`config.mk`:
```
export PLATFORM = sky130hd
export DESIGN_NAME = nearest_free_note_allocator_core
export DESIGN_NICKNAME = d
export VERILOG_FILES = /design/src/rtl/nfna_pkg.sv /design/src/rtl/nearest_free_note_allocator_core.sv /design/src/rtl/nfna_occ_mem.sv /design/src/rtl/nfna_ctrl.sv
export SDC_FILE = /design/constraint.sdc
export NUM_CORES = 1
export LEC_CHECK = 0
export BUFFER_PORTS_ARGS = -buffer_cell sky130_fd_sc_hd__buf_4
export CORE_MARGIN = 2
export CORE_UTILIZATION = 40
export CTS_CLUSTER_DIAMETER = 100
export DETAILED_ROUTE_END_ITERATION = 10
export PLACE_DENSITY = 0.61
export SYNTH_ARGS = -nofsm -noshare
export SYNTH_HDL_FRONTEND = slang
export SYNTH_SLANG_ARGS = --single-unit
```
`constraint.sdc`:
```
create_clock -name clk -period 8.9 [get_ports clk]
set_clock_uncertainty 0.1 [all_clocks]
set_input_delay 0.89 -clock clk [delete_from_list [all_inputs] [get_ports clk]]
set_output_delay 0.89 -clock clk [all_outputs]
set_load 0.01 [all_outputs]
```
`src/rtl/nfna_pkg.sv`:
```
// shared types and constants of the nearest free note slot allocator
`timescale 1ns / 1ps
`default_nettype none

package nfna_pkg;

  // slot field width and the largest slot that the field can name
  localparam int unsigned SLOT_W     = 7;
  localparam int unsigned SLOT_LIMIT = 128;
  localparam logic [SLOT_W-1:0] SLOT_MAX = 7'd127;

  // request operation codes
  localparam logic FUNC_ALLOC   = 1'b0;
  localparam logic FUNC_RELEASE = 1'b1;

  // occupancy memory access: one write port, two read ports
  typedef struct packed {
    logic              we;
    logic [SLOT_W-1:0] waddr;
    logic              wdata;
    logic [SLOT_W-1:0] raddr_hi;
    logic [SLOT_W-1:0] raddr_lo;
  } occ_port_t;

  // finished result handed to the output register
  typedef struct packed {
    logic              load;
    logic [SLOT_W-1:0] slot;
    logic              no_free;
  } res_t;

endpackage

`default_nettype wire

```
`src/rtl/nearest_free_note_allocator_core.sv`:
```
// top level of the nearest free note slot allocator
// Usage:
//   The input channel takes one request per handshake: in_func selects allocate
//   or release and in_slot names the requested slot or the slot to free.
//   Allocate grants the free slot nearest the requested one, trying r, r+1,
//   r-1, r+2, r-2 and so on (ties go to the higher slot); if every slot is in
//   use out_no_free is 1, out_granted_slot echoes the request and nothing
//   changes. Release frees the slot and echoes it.
//   Each request gives exactly one result on the output channel.
//   Timing: the bitmap sits in a memory with two read ports, so the search
//   reads the pair r+d and r-d for one distance d per cycle; a release goes
//   straight to its final state. The next request is taken the cycle after
//   the previous result enters the output register.
//   Reset: a clearing pass writes every bitmap entry free, one per cycle, and
//   in_stall stays high during it.
//   Stall: a result held by out_stall keeps the output register full; a
//   request already taken waits in its final state until the register frees.
`timescale 1ns / 1ps
`default_nettype none

module nearest_free_note_allocator_core #(
  parameter int unsigned NUM_SLOTS = 128
) (
  input  wire logic                        clk,
  input  wire logic                        rst_n,
  input  wire logic                        in_valid,
  output logic                             in_stall,
  input  wire logic                        in_func,
  input  wire logic [nfna_pkg::SLOT_W-1:0] in_slot,
  output logic                             out_valid,
  input  wire logic                        out_stall,
  output logic [nfna_pkg::SLOT_W-1:0]      out_granted_slot,
  output logic                             out_no_free
);

  localparam int unsigned MAP_DEPTH =
    (NUM_SLOTS > nfna_pkg::SLOT_LIMIT) ? nfna_pkg::SLOT_LIMIT : NUM_SLOTS;

  nfna_pkg::occ_port_t port;
  nfna_pkg::res_t      res;
  logic                rd_hi;
  logic                rd_lo;
  logic                res_ready;

  logic                          out_valid_r, out_valid_nxt;
  logic [nfna_pkg::SLOT_W-1:0]   out_slot_r, out_slot_nxt;
  logic                          out_nofree_r, out_nofree_nxt;

  // occupancy bitmap
  nfna_occ_mem #(
    .DEPTH(MAP_DEPTH)
  ) u_mem (
    .clk   (clk),
    .port  (port),
    .rd_hi (rd_hi),
    .rd_lo (rd_lo)
  );

  // search and release sequencer
  nfna_ctrl #(
    .DEPTH(MAP_DEPTH)
  ) u_ctrl (
    .clk       (clk),
    .rst_n     (rst_n),
    .in_valid  (in_valid),
    .in_stall  (in_stall),
    .in_func   (in_func),
    .in_slot   (in_slot),
    .rd_hi     (rd_hi),
    .rd_lo     (rd_lo),
    .port      (port),
    .res_ready (res_ready),
    .res       (res)
  );

  // output register
  assign res_ready = !out_valid_r || !out_stall;

  always_comb begin
    out_valid_nxt  = out_valid_r;
    out_slot_nxt   = out_slot_r;
    out_nofree_nxt = out_nofree_r;
    if (res.load) begin
      out_valid_nxt  = 1'b1;
      out_slot_nxt   = res.slot;
      out_nofree_nxt = res.no_free;
    end else if (!out_stall) begin
      out_valid_nxt = 1'b0;
    end
  end

  always_ff @(posedge clk) begin
    if (!rst_n) begin
      out_valid_r <= 1'b0;
    end else begin
      out_valid_r <= out_valid_nxt;
    end
  end

  always_ff @(posedge clk) begin
    out_slot_r   <= out_slot_nxt;
    out_nofree_r <= out_nofree_nxt;
  end

  assign out_valid        = out_valid_r;
  assign out_granted_slot = out_slot_r;
  assign out_no_free      = out_nofree_r;

endmodule

`default_nettype wire

```
`src/rtl/nfna_occ_mem.sv`:
```
// occupancy bitmap memory with one write port and two registered read ports
`timescale 1ns / 1ps
`default_nettype none

module nfna_occ_mem #(
  parameter int unsigned DEPTH = 128
) (
  input  wire logic               clk,
  input  wire nfna_pkg::occ_port_t port,
  output logic                    rd_hi,
  output logic                    rd_lo
);

  localparam int unsigned ADDR_W = (DEPTH > 1) ? $clog2(DEPTH) : 1;

  logic mem [DEPTH];
  logic rd_hi_r;
  logic rd_lo_r;

  // write port
  always_ff @(posedge clk) begin
    if (port.we) begin
      mem[port.waddr[ADDR_W-1:0]] <= port.wdata;
    end
  end

  // two synchronous read ports
  always_ff @(posedge clk) begin
    rd_hi_r <= mem[port.raddr_hi[ADDR_W-1:0]];
    rd_lo_r <= mem[port.raddr_lo[ADDR_W-1:0]];
  end

  assign rd_hi = rd_hi_r;
  assign rd_lo = rd_lo_r;

endmodule

`default_nettype wire

```
`src/rtl/nfna_ctrl.sv`:
```
// sequencer: clearing pass, nearest free search over the bitmap, release
`timescale 1ns / 1ps
`default_nettype none

module nfna_ctrl #(
  parameter int unsigned DEPTH = 128
) (
  input  wire logic                          clk,
  input  wire logic                          rst_n,
  input  wire logic                          in_valid,
  output logic                               in_stall,
  input  wire logic                          in_func,
  input  wire logic [nfna_pkg::SLOT_W-1:0]   in_slot,
  input  wire logic                          rd_hi,
  input  wire logic                          rd_lo,
  output nfna_pkg::occ_port_t                port,
  input  wire logic                          res_ready,
  output nfna_pkg::res_t                     res
);

  localparam int unsigned SW = nfna_pkg::SLOT_W;

  localparam logic [1:0] ST_CLEAR  = 2'd0;
  localparam logic [1:0] ST_IDLE   = 2'd1;
  localparam logic [1:0] ST_SEARCH = 2'd2;
  localparam logic [1:0] ST_FINISH = 2'd3;

  logic [1:0]    state_r, state_nxt;
  logic [SW-1:0] clr_cnt_r, clr_cnt_nxt;
  logic [SW-1:0] slot_r, slot_nxt;
  logic [SW-1:0] d_r, d_nxt;
  logic          chk_vld_r, chk_vld_nxt;
  logic [SW-1:0] chk_hi_r, chk_hi_nxt;
  logic          chk_hi_ok_r, chk_hi_ok_nxt;
  logic [SW-1:0] chk_lo_r, chk_lo_nxt;
  logic          chk_lo_ok_r, chk_lo_ok_nxt;
  logic          chk_last_r, chk_last_nxt;
  logic [SW-1:0] fin_slot_r, fin_slot_nxt;
  logic          fin_nofree_r, fin_nofree_nxt;
  logic          fin_we_r, fin_we_nxt;
  logic          fin_wdata_r, fin_wdata_nxt;

  logic [SW:0]   cand_hi;
  logic [SW-1:0] cand_lo;
  logic          hi_ok;
  logic          lo_ok;
  logic          last_d;
  logic          in_range;
  logic          accept;

  // candidates at the current distance
  assign cand_hi  = {1'b0, slot_r} + {1'b0, d_r};
  assign cand_lo  = slot_r - d_r;
  assign hi_ok    = cand_hi < (SW+1)'(DEPTH);
  assign lo_ok    = (d_r != '0) && (slot_r >= d_r) && ({1'b0, cand_lo} < (SW+1)'(DEPTH));
  // past this distance no candidate can come into range
  assign last_d   = (d_r == nfna_pkg::SLOT_MAX) || (!hi_ok && (d_r > slot_r));
  assign in_range = {1'b0, in_slot} < (SW+1)'(DEPTH);

  assign in_stall = (state_r != ST_IDLE);
  assign accept   = in_valid && (state_r == ST_IDLE);

  // next state and datapath
  always_comb begin
    state_nxt      = state_r;
    clr_cnt_nxt    = clr_cnt_r;
    slot_nxt       = slot_r;
    d_nxt          = d_r;
    chk_vld_nxt    = chk_vld_r;
    chk_hi_nxt     = chk_hi_r;
    chk_hi_ok_nxt  = chk_hi_ok_r;
    chk_lo_nxt     = chk_lo_r;
    chk_lo_ok_nxt  = chk_lo_ok_r;
    chk_last_nxt   = chk_last_r;
    fin_slot_nxt   = fin_slot_r;
    fin_nofree_nxt = fin_nofree_r;
    fin_we_nxt     = fin_we_r;
    fin_wdata_nxt  = fin_wdata_r;

    port.we        = 1'b0;
    port.waddr     = fin_slot_r;
    port.wdata     = fin_wdata_r;
    port.raddr_hi  = cand_hi[SW-1:0];
    port.raddr_lo  = cand_lo;

    res.load       = 1'b0;
    res.slot       = fin_slot_r;
    res.no_free    = fin_nofree_r;

    unique case (state_r)
      ST_CLEAR: begin
        port.we     = 1'b1;
        port.waddr  = clr_cnt_r;
        port.wdata  = 1'b0;
        clr_cnt_nxt = clr_cnt_r + 1'b1;
        if (clr_cnt_r == SW'(DEPTH - 1)) begin
          state_nxt = ST_IDLE;
        end
      end
      ST_IDLE: begin
        if (accept) begin
          slot_nxt = in_slot;
          if (in_func == nfna_pkg::FUNC_RELEASE) begin
            fin_slot_nxt   = in_slot;
            fin_nofree_nxt = 1'b0;
            fin_we_nxt     = in_range;
            fin_wdata_nxt  = 1'b0;
            state_nxt      = ST_FINISH;
          end else begin
            d_nxt       = '0;
            chk_vld_nxt = 1'b0;
            state_nxt   = ST_SEARCH;
          end
        end
      end
      ST_SEARCH: begin
        // check the pair read last cycle, higher slot first
        if (chk_vld_r && chk_hi_ok_r && !rd_hi) begin
          fin_slot_nxt   = chk_hi_r;
          fin_nofree_nxt = 1'b0;
          fin_we_nxt     = 1'b1;
          fin_wdata_nxt  = 1'b1;
          state_nxt      = ST_FINISH;
        end else if (chk_vld_r && chk_lo_ok_r && !rd_lo) begin
          fin_slot_nxt   = chk_lo_r;
          fin_nofree_nxt = 1'b0;
          fin_we_nxt     = 1'b1;
          fin_wdata_nxt  = 1'b1;
          state_nxt      = ST_FINISH;
        end else if (chk_vld_r && chk_last_r) begin
          fin_slot_nxt   = slot_r;
          fin_nofree_nxt = 1'b1;
          fin_we_nxt     = 1'b0;
          fin_wdata_nxt  = 1'b0;
          state_nxt      = ST_FINISH;
        end else begin
          // read the pair at the current distance
          chk_vld_nxt   = 1'b1;
          chk_hi_nxt    = cand_hi[SW-1:0];
          chk_hi_ok_nxt = hi_ok;
          chk_lo_nxt    = cand_lo;
          chk_lo_ok_nxt = lo_ok;
          chk_last_nxt  = last_d;
          d_nxt         = d_r + 1'b1;
        end
      end
      ST_FINISH: begin
        // write back and hand over once the output register is free
        if (res_ready) begin
          port.we   = fin_we_r;
          res.load  = 1'b1;
          state_nxt = ST_IDLE;
        end
      end
      default: begin
        state_nxt = ST_CLEAR;
      end
    endcase
  end

  // control registers
  always_ff @(posedge clk) begin
    if (!rst_n) begin
      state_r   <= ST_CLEAR;
      clr_cnt_r <= '0;
      chk_vld_r <= 1'b0;
    end else begin
      state_r   <= state_nxt;
      clr_cnt_r <= clr_cnt_nxt;
      chk_vld_r <= chk_vld_nxt;
    end
  end

  // payload registers
  always_ff @(posedge clk) begin
    slot_r       <= slot_nxt;
    d_r          <= d_nxt;
    chk_hi_r     <= chk_hi_nxt;
    chk_hi_ok_r  <= chk_hi_ok_nxt;
    chk_lo_r     <= chk_lo_nxt;
    chk_lo_ok_r  <= chk_lo_ok_nxt;
    chk_last_r   <= chk_last_nxt;
    fin_slot_r   <= fin_slot_nxt;
    fin_nofree_r <= fin_nofree_nxt;
    fin_we_r     <= fin_we_nxt;
    fin_wdata_r  <= fin_wdata_nxt;
  end

endmodule

`default_nettype wire

```
# Word-level counts from Yosys, hierarchy flattened
# Memories as Yosys holds them, arrays and structs flattened. A register that Yosys moved wholly into a read port is not among the register bits.
# Index checks and enable logic that the tools add are counted.
# op_classes
bitwise	3
reduce_logical	23
n_eq_ne	16
div	0
mul	0
mux	48
order_cmp	3
n_shift	0
add_sub_neg	4
# op_table
op	count
7-bit two-way mux	10
7-bit one-hot mux with 2 select lines	2
1-bit two-way mux	23
7-bit by 1-bit adder with 7-bit output, second input constant	2
7-bit == test, second input constant	2
2-bit two-way mux	6
2-bit inequality test, second input constant	6
4-bit AND reduction	3
1-bit one-hot mux with 2 select lines	5
7-bit by 7-bit adder with 8-bit output	1
1-bit logical AND	8
8-bit less-than comparator, second input constant	1
8-bit two-way mux	1
2-bit by 1-bit inequality test with 1-bit output, second input constant	4
2-bit one-hot mux with 4 select lines	1
7-bit greater-or-equal comparator	1
7-bit > comparator	1
7-bit nonzero test	1
7-bit subtractor	1
6-bit AND reduction	1
1-bit zero test	5
2-bit == test, second input constant	2
4-bit by 1-bit inequality test with 1-bit output, second input constant	1
1-bit inverter	3
other kinds (5)	6
# totals
in_bits	12
out_inout_bits	10
rom_bits	0
register_bits	60
latchBits	0
mem_bits_rw	128
mem_count	1
# memory_table
name	depth	width	rd	rd_ports_with_merged_regs	wr	line	text
u_mem.mem	128	1	2	2	1	nfna_occ_mem.sv:16	logic mem [DEPTH];

# Depth between registers and ports, before layout
# logic_depth
depth_word	6
mapped_depth	10

# Modules after synthesis
# From an unflattened synthesis, not the netlist that was laid out.
# hier_totals
cells_unflattened	764
area_unflattened_um2	10073.4
# by_module_without_submodules
module	instances	cells_per_inst	area_each_um2
nfna_occ_mem	1	481	6859.1
nfna_ctrl	1	271	2939.1
nearest_free_note_allocator_core	1	12	275.3

# Least setup slack after synthesis
# Ideal clock, no wire load.
# synth_path
path_kind	register to register
startpoint	register u_ctrl.state_r[0]
endpoint	memory u_mem.mem[0], data pin
setup_time_ns	0.832
stages_incl_launch_ff	6
t_arrival_ns	4.177
slack_ns	3.791
cell_sequence	dfxtp_1 -> inv_1 -> ha_1 -> clkbuf_1 -> buf_1 -> nor2b_1
# synth_rtl
element	line	text
from (decl)	nfna_ctrl.sv:28	logic [1:0] state_r, state_nxt;
from (signal assigned)	nfna_ctrl.sv:168	state_r <= state_nxt;
to (decl)	nfna_occ_mem.sv:16	

# Worst setup path after layout
# layout_path
startpoint	register u_ctrl.d_r[0]
endpoint	register u_mem.rd_hi_r, in the netlist u_mem.rd_hi (read register of u_mem.mem)
# layout_between
elab_chain_len	1
# layout_rtl
element	line	text
from (decl)	nfna_ctrl.sv:31	logic [SW-1:0] d_r, d_nxt;
from (signal assigned)	nfna_ctrl.sv:177	d_r <= d_nxt;
7-bit by 7-bit adder with 8-bit output	nfna_ctrl.sv:52	assign cand_hi = {1'b0, slot_r} + {1'b0, d_r};
to (decl)	nfna_occ_mem.sv:17	logic rd_hi_r;
# No other way between the ends.
# A chain may end at the register's enable or synchronous reset.

==> results.cfg <==
[global_routing]
grt.total_usage_pct = 17.15
grt_pass1_vias = 6060
overflow = 0
grt_pass1_wl_um = 33390
grt_max_degree = 129
antenna_found_initial = 0

[synthesis]
yosysTopAreaCellShare_pct = 54.91
ys_top_cells_by_count = edfxtp_1, nor2_1, mux2i_1
synth_edf_count = 176
netlist_area_sq_um = 9624
synth_ff_type = edfxtp_1
syn_nets = 754
ys_warn_count = 0
synth.avg_cell_area_sq_um = 13.40
postSynth.asyncResetShare_pct = 0
syn-instance-count = 718
synthTopCellsByArea = edfxtp_1, mux2i_1, nor2_1
synth.distinct_cells = 52
yosysSeqAreaShare_pct = 57.62
synth_area_leader_cell = edfxtp_1
ys_ff_latch = 189
yosysMostFrequentCell = edfxtp_1

[worst_setup_path]
timing_worst_setup_path_type = reg -> reg
worstPathArrival_ns = 3.80
path_max_fanout = 17
worst_setup_path_start_kind = flip-flop
required_ns = 9.18
critPathCaptureType = flip-flop

[run]
drv_cap = 0

[cells_and_area]
final-instance-count-excl-fill = 1065
diodes = 0
fillers = 2132
multi_input_area_sq_um = 3802
drive_gt1_share_pct = 13.14
syn_to_final_growth_pct = 10.32
seqCellArea_sq_um = 5545
nets = 769

[cts]
clkSinkCount = 189
cts_buffers = 17
clock_latency_ns = 0.43
path_clk_slew_ns = 0.07
post_cts_buffers = 0
clockRootBuffer = clkbuf_16
htreeDepth = 4
ctsResizeCount = 0
cts_tree = built
clk_path_buf_depth = 2
cts_hold_buf = 0

[placed_design]
place_congestion = 0.8192
port_buffers = 21
dp.cells = 1033
place_hpwl_um = 13750

[floorplanning]
coreArea_sq_um = 23540
dieArea_sq_um = 25320
start_util_pct = 40.88
pin_count = 22
fp.dieH_um = 159.1
die_w_um = 159.1
std_cell_rows = 56

[timing]
final-max-slew-violation-count = 0
hold_violations = 0
rsz0062_at_grt = no
relSlewSlack_pct = 21.02
setup_viol = 0
min_period_ns = 3.521
fin_crit_sh_pct = 39.57
worstMarginPinSlew_ns = 1.185
finalSetupTns_ns = 0
fmax_mhz = 284.0

[routing]
vias = 5714
viasPerCell = 5.365
firstDrtPassIters = 5
wirelength_um = 21170
wl_per_cell_um = 19.88
drc = 0
first_iter_violations = 429
ant_nets = 0

[power_and_ir_drop]
finalPower_mw = 3.284
p_leak_nw = 3.759
max-vdd-ir-drop_v = 0.0001348
powerDensity_nw_per_um2 = 309.3

[worst_hold_path]
min_path_type = reg -> reg

[run_status]
outcome = finished, final reports clean
-- per-stage QoR --
stage               utilization [%]  setup WS, ns  cell area, sq um  hold slack (ns)
floorplan                         -         3.791              9624           0.3003
global placement              42.72         5.265             10060           0.3089
detailed placement            42.72         5.153             10060           0.3088
CTS                           45.10         5.339             10620           0.3266
global route                  45.10         5.122             10620           0.3464
finish                        45.10         5.379             10620           0.3235
-- metal layers --
metal,vias to the layer above,part of all wire (%),GRT usage [%]
met5,-,0,0
met4,0,2.3,6.818
met3,31,3.9,2.943
met2,129,50,28.99
met1,2890,44,22.07
li1,2664,-,-
-- registers in the layout (all words and copies together), names as in the netlist, 2 cells and up --
register / flops
out_granted_slot: 7
u_ctrl.chk_hi_r: 7
u_ctrl.chk_lo_r: 6
u_ctrl.clr_cnt_r: 7
u_ctrl.d_r: 7
u_ctrl.fin_slot_r: 7
u_ctrl.slot_r: 7
u_ctrl.state_r: 2
u_mem.mem: 128
-- logic make-up after synthesis --
group / Yosys count / share of synthesized area, %
AND/OR/NAND/NOR: 233 / 10.19
AO/OA/AOI/OAI: 51 / 3.757
buffers and inverters: 60 / 3.081
multiplexers: 141 / 19.44
XOR/XNOR: 20 / 2.639
adder cells (fa/ha/maj): 24 / 3.276
flip-flops: 189 / 57.62
-- cell usage in the layout, fill, tap and decap left out, types with 12 or more instances in the layout --
master       n
dfxtp_1     13
and2_1      12
xnor2_1     12
nand2_1     42
mux2i_1    101
nor2_1     145
mux4_1      13
edfxtp_1   176
a21oi_1     17
ha_1        21
inv_1       26
mux4_2      19
buf_4       27
clkbuf_16   17
-- worst paths after layout --
check	startpoint	endpoint	slack [ns]	depth (start not counted)
setup reg to reg	u_ctrl.d_r[0]	u_mem.rd_hi	5.38	8
hold / removal	u_ctrl.fin_nofree_r	out_no_free	0.32	0
setup / recovery	u_ctrl.d_r[0]	u_mem.rd_hi	5.38	8
hold reg to reg	u_ctrl.fin_nofree_r	out_no_free	0.32	0
-- final cells by class --
class	count	share of cell area, %
inverter	29	1.025
multi-input combinational	469	35.81
sequential	189	52.23
clock buffer	20	4.301
clock inverter	12	0.9663
timing repair buffer	27	1.909
tap	319	3.759
-- critical path, cell delays in order, from the launching register on --
cell and delay [ns]:
edfxtp_1 0.53, ha_1 0.27, fa_1 0.47, xor2_4 0.72, mux4_1 0.65, mux2i_1 0.31
mux2i_1 0.13, mux2i_1 0.13, mux2_2 0.16
-- power by group --
part | switching [mW] | internal [mW]
clock network | 0.343 | 0.380
logic | 0.829 | 0.564
registers | 0.0555 | 1.11
Power figures use the tool's default switching activity.
